### src/rtl/cpb_pkg.sv
`timescale 1ns / 1ps

package cpb_pkg;

  localparam int CRD_W     = 32;
  localparam int NRM_W     = 16;
  localparam int AREA_W    = 69;
  localparam int SUM_W     = 101;
  localparam int NUM_W     = 102;
  localparam int DEN_W     = 72;
  localparam int AD3_W     = 71;
  localparam int Q_W       = 32;
  localparam int Q_CNT_W   = 6;
  localparam int SQ_IN_W   = 31;
  localparam int SQ_RES_W  = 16;
  localparam int NRM_SHIFT = 30;

  localparam logic [31:0] EPS_RESET = 32'd4295;

  typedef enum logic [2:0] {
    ST_OK         = 3'd0,
    ST_BAD_COUNT  = 3'd1,
    ST_ZERO_AREA  = 3'd2,
    ST_SHORT_EDGE = 3'd3,
    ST_NOT_CONVEX = 3'd4
  } status_t;

  typedef enum logic [4:0] {
    OP_NONE,
    OP_STORE,
    OP_CLEAR,
    OP_FETCH2,
    OP_FETCH_C,
    OP_XMUL,
    OP_XSUB,
    OP_SMUL,
    OP_SACC,
    OP_EDGE_SQ,
    OP_EDGE_SUM,
    OP_DIV_NX,
    OP_DIV_NY,
    OP_SQRT,
    OP_NORM_WR_X,
    OP_NORM_WR_Y,
    OP_CVX_MUL,
    OP_CVX_SUB,
    OP_ABS,
    OP_AD3,
    OP_NUM,
    OP_DIV_CX,
    OP_DIV_CY,
    OP_CEN_X,
    OP_CEN_Y,
    OP_EMIT,
    OP_EMIT_ERR
  } dp_op_t;

  typedef struct packed {
    dp_op_t      op;
    status_t     code;
    logic [2:0]  corner_index;
    logic [3:0]  corner_count;
    logic        last;
  } cmd_t;

  typedef struct packed {
    logic area_small;
    logic area_neg;
    logic edge_short;
    logic not_convex;
    logic div_busy;
    logic sqrt_busy;
    logic out_free;
  } stat_t;

endpackage

### src/rtl/cpb_ctrl.sv
`timescale 1ns / 1ps

module cpb_ctrl #(
  parameter int MAX_CORNERS = 8,
  localparam int AW = (MAX_CORNERS > 1) ? $clog2(MAX_CORNERS) : 1,
  localparam int CW = $clog2(MAX_CORNERS + 1)
) (
  input  logic            clk,
  input  logic            rst_n,
  input  logic            in_valid,
  input  logic            in_last,
  output logic            in_ready,
  input  cpb_pkg::stat_t  stat,
  output cpb_pkg::cmd_t   cmd,
  output logic [AW-1:0]   addr0,
  output logic [AW-1:0]   addr1
);

  typedef enum logic [5:0] {
    S_LOAD, S_CHECK,
    S_AF, S_AX, S_AS, S_AM, S_AA, S_ACHK,
    S_EF, S_ESQ, S_ESUM, S_ECHK,
    S_EXW, S_EXS, S_EXQ, S_EXN,
    S_EYD, S_EYW, S_EYS, S_EYQ, S_EYN,
    S_CF, S_CFC, S_CM, S_CS, S_CCHK,
    S_D1, S_D2, S_D3,
    S_DX, S_DXW, S_DXE, S_DY, S_DYW, S_DYE,
    S_OUT, S_ERR
  } state_t;

  state_t             state_r, state_nxt;
  logic [AW-1:0]      i_r, i_nxt;
  logic [CW-1:0]      n_r, n_nxt;
  logic               ov_r, ov_nxt;
  logic               rev_r, rev_nxt;
  cpb_pkg::status_t   code_r, code_nxt;

  logic               last_i, last_j;
  logic [AW-1:0]      j, k, pi, pj, pk;
  logic [AW-1:0]      i_inc;

  assign last_i = (CW'(i_r) == n_r - CW'(1));
  assign j      = last_i ? '0 : i_r + AW'(1);
  assign last_j = (CW'(j) == n_r - CW'(1));
  assign k      = last_j ? '0 : j + AW'(1);
  assign pi     = rev_r ? AW'(n_r - CW'(1) - CW'(i_r)) : i_r;
  assign pj     = rev_r ? AW'(n_r - CW'(1) - CW'(j)) : j;
  assign pk     = rev_r ? AW'(n_r - CW'(1) - CW'(k)) : k;
  assign i_inc  = i_r + AW'(1);

  assign in_ready = (state_r == S_LOAD);

  always_comb begin
    state_nxt = state_r;
    i_nxt     = i_r;
    n_nxt     = n_r;
    ov_nxt    = ov_r;
    rev_nxt   = rev_r;
    code_nxt  = code_r;
    cmd.op           = cpb_pkg::OP_NONE;
    cmd.code         = code_r;
    cmd.corner_index = 3'(i_r);
    cmd.corner_count = 4'(n_r);
    cmd.last         = last_i;
    addr0 = '0;
    addr1 = '0;
    unique case (state_r)
      S_LOAD: begin
        if (in_valid) begin
          if (n_r < CW'(MAX_CORNERS)) begin
            cmd.op = cpb_pkg::OP_STORE;
            addr0  = AW'(n_r);
            n_nxt  = n_r + CW'(1);
          end else begin
            ov_nxt = 1'b1;
          end
          if (in_last) begin
            state_nxt = S_CHECK;
          end
        end
      end
      S_CHECK: begin
        if (ov_r || (n_r < CW'(3))) begin
          code_nxt  = cpb_pkg::ST_BAD_COUNT;
          state_nxt = S_ERR;
        end else begin
          cmd.op    = cpb_pkg::OP_CLEAR;
          i_nxt     = '0;
          rev_nxt   = 1'b0;
          state_nxt = S_AF;
        end
      end
      S_AF: begin
        cmd.op = cpb_pkg::OP_FETCH2;
        addr0  = i_r;
        addr1  = j;
        state_nxt = S_AX;
      end
      S_AX: begin
        cmd.op = cpb_pkg::OP_XMUL;
        state_nxt = S_AS;
      end
      S_AS: begin
        cmd.op = cpb_pkg::OP_XSUB;
        state_nxt = S_AM;
      end
      S_AM: begin
        cmd.op = cpb_pkg::OP_SMUL;
        state_nxt = S_AA;
      end
      S_AA: begin
        cmd.op = cpb_pkg::OP_SACC;
        if (last_i) begin
          i_nxt     = '0;
          state_nxt = S_ACHK;
        end else begin
          i_nxt     = i_inc;
          state_nxt = S_AF;
        end
      end
      S_ACHK: begin
        if (stat.area_small) begin
          code_nxt  = cpb_pkg::ST_ZERO_AREA;
          state_nxt = S_ERR;
        end else begin
          rev_nxt   = stat.area_neg;
          state_nxt = S_EF;
        end
      end
      S_EF: begin
        cmd.op = cpb_pkg::OP_FETCH2;
        addr0  = pi;
        addr1  = pj;
        state_nxt = S_ESQ;
      end
      S_ESQ: begin
        cmd.op = cpb_pkg::OP_EDGE_SQ;
        state_nxt = S_ESUM;
      end
      S_ESUM: begin
        cmd.op = cpb_pkg::OP_EDGE_SUM;
        state_nxt = S_ECHK;
      end
      S_ECHK: begin
        if (stat.edge_short) begin
          code_nxt  = cpb_pkg::ST_SHORT_EDGE;
          state_nxt = S_ERR;
        end else begin
          cmd.op    = cpb_pkg::OP_DIV_NX;
          state_nxt = S_EXW;
        end
      end
      S_EXW: begin
        if (!stat.div_busy) begin
          state_nxt = S_EXS;
        end
      end
      S_EXS: begin
        cmd.op = cpb_pkg::OP_SQRT;
        state_nxt = S_EXQ;
      end
      S_EXQ: begin
        if (!stat.sqrt_busy) begin
          state_nxt = S_EXN;
        end
      end
      S_EXN: begin
        cmd.op = cpb_pkg::OP_NORM_WR_X;
        addr0  = i_r;
        state_nxt = S_EYD;
      end
      S_EYD: begin
        cmd.op = cpb_pkg::OP_DIV_NY;
        state_nxt = S_EYW;
      end
      S_EYW: begin
        if (!stat.div_busy) begin
          state_nxt = S_EYS;
        end
      end
      S_EYS: begin
        cmd.op = cpb_pkg::OP_SQRT;
        state_nxt = S_EYQ;
      end
      S_EYQ: begin
        if (!stat.sqrt_busy) begin
          state_nxt = S_EYN;
        end
      end
      S_EYN: begin
        cmd.op = cpb_pkg::OP_NORM_WR_Y;
        addr0  = i_r;
        if (last_i) begin
          i_nxt     = '0;
          state_nxt = S_CF;
        end else begin
          i_nxt     = i_inc;
          state_nxt = S_EF;
        end
      end
      S_CF: begin
        cmd.op = cpb_pkg::OP_FETCH2;
        addr0  = pi;
        addr1  = pj;
        state_nxt = S_CFC;
      end
      S_CFC: begin
        cmd.op = cpb_pkg::OP_FETCH_C;
        addr0  = pk;
        state_nxt = S_CM;
      end
      S_CM: begin
        cmd.op = cpb_pkg::OP_CVX_MUL;
        state_nxt = S_CS;
      end
      S_CS: begin
        cmd.op = cpb_pkg::OP_CVX_SUB;
        state_nxt = S_CCHK;
      end
      S_CCHK: begin
        if (stat.not_convex) begin
          code_nxt  = cpb_pkg::ST_NOT_CONVEX;
          state_nxt = S_ERR;
        end else if (last_i) begin
          i_nxt     = '0;
          state_nxt = S_D1;
        end else begin
          i_nxt     = i_inc;
          state_nxt = S_CF;
        end
      end
      S_D1: begin
        cmd.op = cpb_pkg::OP_ABS;
        state_nxt = S_D2;
      end
      S_D2: begin
        cmd.op = cpb_pkg::OP_AD3;
        state_nxt = S_D3;
      end
      S_D3: begin
        cmd.op = cpb_pkg::OP_NUM;
        state_nxt = S_DX;
      end
      S_DX: begin
        cmd.op = cpb_pkg::OP_DIV_CX;
        state_nxt = S_DXW;
      end
      S_DXW: begin
        if (!stat.div_busy) begin
          state_nxt = S_DXE;
        end
      end
      S_DXE: begin
        cmd.op = cpb_pkg::OP_CEN_X;
        state_nxt = S_DY;
      end
      S_DY: begin
        cmd.op = cpb_pkg::OP_DIV_CY;
        state_nxt = S_DYW;
      end
      S_DYW: begin
        if (!stat.div_busy) begin
          state_nxt = S_DYE;
        end
      end
      S_DYE: begin
        cmd.op = cpb_pkg::OP_CEN_Y;
        state_nxt = S_OUT;
      end
      S_OUT: begin
        if (stat.out_free) begin
          cmd.op = cpb_pkg::OP_EMIT;
          addr0  = pi;
          addr1  = i_r;
          if (last_i) begin
            n_nxt     = '0;
            ov_nxt    = 1'b0;
            i_nxt     = '0;
            state_nxt = S_LOAD;
          end else begin
            i_nxt = i_inc;
          end
        end
      end
      S_ERR: begin
        if (stat.out_free) begin
          cmd.op    = cpb_pkg::OP_EMIT_ERR;
          n_nxt     = '0;
          ov_nxt    = 1'b0;
          i_nxt     = '0;
          state_nxt = S_LOAD;
        end
      end
      default: begin
        state_nxt = S_LOAD;
      end
    endcase
  end

  always_ff @(posedge clk) begin
    if (!rst_n) begin
      state_r <= S_LOAD;
      i_r     <= '0;
      n_r     <= '0;
      ov_r    <= 1'b0;
      rev_r   <= 1'b0;
      code_r  <= cpb_pkg::ST_OK;
    end else begin
      state_r <= state_nxt;
      i_r     <= i_nxt;
      n_r     <= n_nxt;
      ov_r    <= ov_nxt;
      rev_r   <= rev_nxt;
      code_r  <= code_nxt;
    end
  end

endmodule

### config.mk
export PLATFORM = sky130hd
export DESIGN_NAME = cpb_ctrl
export DESIGN_NICKNAME = d
export VERILOG_FILES = /design/src/rtl/cpb_pkg.sv /design/src/rtl/cpb_ctrl.sv
export SDC_FILE = /design/constraint.sdc
export NUM_CORES = 1
export LEC_CHECK = 0
export ABC_AREA = 1
export ABC_CLOCK_PERIOD_IN_PS = 11200
export BUFFER_PORTS_ARGS = -buffer_cell sky130_fd_sc_hd__buf_2
export CAP_MARGIN = 5
export CORE_UTILIZATION = 35
export DETAILED_ROUTE_END_ITERATION = 7
export MAX_ROUTING_LAYER = met4
export PLACE_DENSITY = 0.56
export REMOVE_ABC_BUFFERS = 1
export SLEW_MARGIN = 0
export SYNTH_ARGS = -nofsm -noshare
export SYNTH_HDL_FRONTEND = slang
export SYNTH_SLANG_ARGS = --single-unit
### constraint.sdc
create_clock -name clk -period 11.2 [get_ports clk]
set_clock_uncertainty 0.1 [all_clocks]
set_input_delay 1.12 -clock clk [delete_from_list [all_inputs] [get_ports clk]]
set_output_delay 1.12 -clock clk [all_outputs]
set_load 0.05 [all_outputs]
Yosys cells after proc, flatten, opt, wreduce, memory -nomap -nowiden --
Cells that the tools add are included.
Cells by class: add/subtract/negate cells 7, $lt $le $gt $ge 2, equality and inequality tests 58, muxes and demuxes 62, reduce and logical (&&, ||, !) cells 17
Operators with widths (count):
- $pmux W6 S37 | 1
- $pmux W5 S26 | 1
- $eq A6 B5 Y1 const B | 16
- $mux W6 | 15
- $mux W3 | 18
- $eq A6 B4 Y1 const B | 8
- $ne A2 B2 Y1 const B | 19
- $eq A6 B6 Y1 const B | 5
- $pmux W3 S5 | 2
- $mux W4 | 7
- $eq A6 B3 Y1 const B | 4
- $mux W5 | 3
- $eq A6 B2 Y1 const B | 2
- $pmux W3 S4 | 1
- $pmux W4 S3 | 1
- $reduce_and A6 Y1 | 2
- $reduce_and A11 Y1 | 1
- $reduce_and A5 Y1 | 2
- $mux W1 | 9
- $pmux W3 S3 | 1
- $sub A3 B3 Y3 | 3
- $eq A3 B4 Y1 | 2
- $add A3 B1 Y3 const B | 2
- $eq A6 B1 Y1 const B | 1
- 17 further kinds | 20
Storage, ports and cells: bits in registers 18, word-level logic and storage cells 152

Depth between registers and ports, before layout --
word-level depth 8, mapped depth 24, gate-level depth less buffers 24

Least setup slack after synthesis --
Ideal clock, no wire load.
kind reg2out, start register n_r[0], end output port addr0[2], data arrival time 4091 ps, data required time 9980 ps, slack 5889 ps, stages on the path, launching flop included 23, buffers on the path 0, cell sequence dfxtp_1 inv_1 ha_1 inv_1 ha_1 nand2_1 inv_1 nand2_1 nor2_1 nor2_1 ha_1 and3_1 nand3_1 nand2_1 inv_1 ha_1 inv_1 fa_1 o21ai_0 a21oi_1 nand3_1 nand3_1 nand2_1
On the way: cells in the longest elaborated chain, start to end 8
Ends and longest elaborated chain:
- start: declaration | RTL line cpb_ctrl.sv:33 | logic [CW-1:0] n_r, n_nxt;
- start signal: assignment | RTL line cpb_ctrl.sv:311 | n_r <= n_nxt;
- $sub A4 B1 Y4 (*) | RTL line cpb_ctrl.sv:46, cpb_ctrl.sv:48
- $eq A3 B4 Y1 (*) | RTL line cpb_ctrl.sv:42 | assign last_i = (CW'(i_r) == n_r - CW'(1));
- named net last_i | RTL line cpb_ctrl.sv:38 | logic last_i, last_j;
- $mux W3 (*) | RTL line cpb_ctrl.sv:43 | assign j = last_i ? '0 : i_r + AW'(1);
- $add A3 B1 Y3 / $eq A3 B4 Y1 (equally long branches) | RTL line cpb_ctrl.sv:45, cpb_ctrl.sv:44
- $mux W3 (*) | RTL line cpb_ctrl.sv:45 | assign k = last_j ? '0 : j + AW'(1);
- $sub A3 B3 Y3 | RTL line cpb_ctrl.sv:48 | assign pk = rev_r ? AW'(n_r - CW'(1) - CW'(k)) : k;
- $mux W3 (*) | RTL line cpb_ctrl.sv:48
- $pmux W3 S5 (*) | RTL line cpb_ctrl.sv:67 | unique case (state_r)
- end: declaration | RTL line cpb_ctrl.sv:15 | output logic [AW-1:0] addr0,
Mark *: on every way through the listed nets, which the timed path passes. The rest lies on a longest branch.

Worst setup path after layout --
start register n_r[0], end output port addr0[2]
On the way: cells in the longest elaborated chain, start to end 8
Ends and longest elaborated chain (RTL line):
- $sub A4 B1 Y4 | cpb_ctrl.sv:46, cpb_ctrl.sv:48
- $eq A3 B4 Y1 | cpb_ctrl.sv:42
- $mux W3 | cpb_ctrl.sv:43
- $add A3 B1 Y3 / $eq A3 B4 Y1 (equally long branches) | cpb_ctrl.sv:45, cpb_ctrl.sv:44
- $mux W3 | cpb_ctrl.sv:45
- $sub A3 B3 Y3 | cpb_ctrl.sv:48
- $mux W3 | cpb_ctrl.sv:48
- $pmux W3 S5 (*) | cpb_ctrl.sv:67
Mark *: on every way between the ends. The rest lies on a longest branch, timed or not.

==> metrics.yaml <==
cts_sinks: 18
fmax_ghz: 0.1805
syn_avg_cell_area_sq_um: 5.594
synth_most_common_cell: "nand2_1"
synth_top_area_share_pct: 18.59
max_stage_delay_ns: 0.54
required_ns: 9.98
min_delay_worst_endpoint: "code_r[2]"
synthCells: 408
core_sq_um: 6314
die_x_microns: 82.75
hold_depth: 2
synth_commonest_cells: "nand2_1, nand3_1, nor2_1"
p_clk_share_pct: 10.9
ir_worst_vdd_v: 0.0001401
tightest_slew_ns: 0.6682
final_net_count: 463
cp.arrival_ns: 4.32
r2r_cells: 11
insertion_delay_ns: 0.25
cap_violations: 0
synth-main-ff-cell: "dfxtp_1"
postCtsHoldBufs: 0
hold_ws_ns: 0.3642
dp_hpwl_microns: 6327
p_sw_mw: 0.2901
grt_first_pass_wirelength_microns: 12240
fin_crit_sh_pct: 49.47
cp.buffers_inverters: 6
ys_seq_elements: 18
p_comb_share_pct: 70.7
worstPathMaxFanout: 9
hold_violations: 0
syn_to_final_growth_pct: 12.55
h-tree-depth: 1
status: "finished, final reports clean"
path_delay_family: "adder cells"
num_rows: 29
track_usage_pct: 24.44
slowest_stage: "dfxtp_1"
synth_top_area_cell: "nand2_1"
drcViolationCount: 0
instances_no_fill: 516
port_buffers: 33
start_util_pct: 36.15
synth_edf_count: 0
layout-drive-gt1-share_pct: 16.86
num_vias: 2733
grt_pass1_vias: 2457
synthTopCellsByArea: "nand2_1, dfxtp_1, nand3_1"
path_cells: "inv_1 > ha_1 > inv_1 > ha_1 > nand2_1 > inv_1 > nand2_1 > nor2_1 > nor2_1 > ha_1 > and3_1 > nand3_1 > nand2_1 > inv_1 > ha_1 > inv_1 > fa_1 > o21ai_0 > a21oi_1 > nand3_1 > nand3_1 > nand2_1 > buf_2"
ios: 34
dieArea_sq_um: 6848
drt_iter0_drc: 300
die_h_microns: 82.75
synth_warnings: 0
finalSetupViolCount: 0
grt_max_degree: 17
synth_cell_type_count: 33
cts_tree: "yes"
p_sw_share_pct: 59.32
seq_area_sq_um: 360.3
min_path_type: "reg2reg"
rsz0062_at_grt: "false"
p_leak_nw: 1.472
cts.path.max_buffers: 2
stdcell_area_sq_um: 2569
max_slew_margin_pct: 55.40
critPathMostFrequentCell: "inv_1"
postSynth.asyncResetShare_pct: 0
rr_startpoint: "n_r[0]"
crit_path_end_kind: "output port"
path_class: "reg2out"
gp_congestion: 0.9733
multiInputGateArea_sq_um: 1669
cp-start-kind: "register"
antenna_found_initial: 0
seq_power_share_pct: 18.5
ys_seq_area_share_pct: 15.79
r2r-end: "n_r[1]"
netlist_area_sq_um: 2282
dpl.cell_count: 512
intPower_mw: 0.1990
holdCritStartpoint: "code_r[2]"
vias_per_cell: 5.297
wl_microns: 7619
drv_slew: 0
wire_per_inst_microns: 14.77
post_cts_resized: 0
cts_setup_buffers: 0
ant_nets: 0
p_per_area_nw_per_um2: 190.4
clk_pin_slew_worst_paths_ns: 0.07
tns_ns: 0
ff2ff_setup_slack_ns: 8.47
cts_buffers: 3
n_antenna_cell: 0
place_area_sq_um: 2514
nFillCells: 720
final.min_clock_period_ns: 5.541
overflow: 0
dr.pass1.iters: 4
cts-root-buf: "clkbuf_8"
==> layout make-up <==
class / count / share of cell area (%)
flip-flops and latches: 18 / 14.03
multi-input cells: 325 / 64.98
inverters: 59 / 8.670
repair buffers: 33 / 6.430
clock buffers: 4 / 2.143
well taps: 77 / 3.751
==> tightest hold or removal path: stages, from the launching register on <==
cell,delay (ns)
dfxtp_1,0.31
nand2_1,0.06
a21oi_1,0.05
==> worst max path at each step <==
stage,cells after the start,slack (ns),from,endpoint
2_1_floorplan,22,5.20,n_r[0],addr0[2]
3_3_place_gp,23,6.09,n_r[0],addr0[2]
3_5_place_dp,23,5.95,n_r[0],addr0[2]
4_1_cts,23,5.67,n_r[0],addr0[2]
5_1_grt,23,5.17,n_r[0],addr0[2]
6_report,23,5.66,n_r[0],addr0[2]
==> logic make-up after synthesis <==
logic type | Yosys count | synth area share [%]
and+or+nand+nor | 268 | 53.78
buffers and inverters | 65 | 11.07
AOI/OAI and AO/OA | 43 | 11.02
DFF | 18 | 15.79
adders and majority gates | 12 | 7.566
xor gates and xnor gates | 2 | 0.7677
==> sequential cells by signal, summed over array words and instances, names as in the netlist <==
name and cells:
state_r 6, i_r 3, n_r 4, rev_r 1, code_r 3, ov_r 1
==> layer usage <==
| layer | vias up | track usage, % | part of all wire (%) |
|---|---|---|---|
| met5 | - | - | 0 |
| met4 | 0 | 9.310 | 2.6 |
| met3 | 16 | 2.088 | 6.5 |
| met2 | 103 | 35.49 | 43 |
| met1 | 1228 | 34.71 | 48 |
| li1 | 1386 | - | - |
==> per-stage QoR <==
step	utilization, %	total power [mW]	setup WS, ns
after CTS	40.69	0.4896	5.665
after global placement	39.81	0.4365	6.092
after global routing	40.69	0.5325	5.175
final	40.69	0.4891	5.659
after floorplan	-	0.3556	5.197
after detailed placement	39.81	0.4352	5.954
==> power groups by stage <==
| stage | Sequential (mW) | Clock [mW] | Combinational (mW) |
|---|---|---|---|
| 4_1_cts | 0.0899 | 0.0545 | 0.345 |
| 3_5_place_dp | 0.0914 | 0 | 0.344 |
| 6_report | 0.0902 | 0.0532 | 0.346 |
| 3_3_place_gp | 0.0909 | 0 | 0.346 |
| 2_1_floorplan | 0.104 | 0 | 0.251 |
| 5_1_grt | 0.0927 | 0.0574 | 0.382 |
==> cell usage in the layout, fill, tap and decap left out, types with 3 or more instances in the layout <==
master	count
a21oi_1	24
nand4_1	10
nor3_1	14
nor2_4	3
o21ai_2	4
clkbuf_8	4
inv_1	48
nor2_2	11
fa_1	3
nand2_2	4
nand2_1	113
inv_2	10
o21ai_0	8
nand3_1	52
buf_2	33
ha_1	9
dfxtp_1	18
nor2_1	52
No activity file was read; power rests on OpenSTA's default activity.
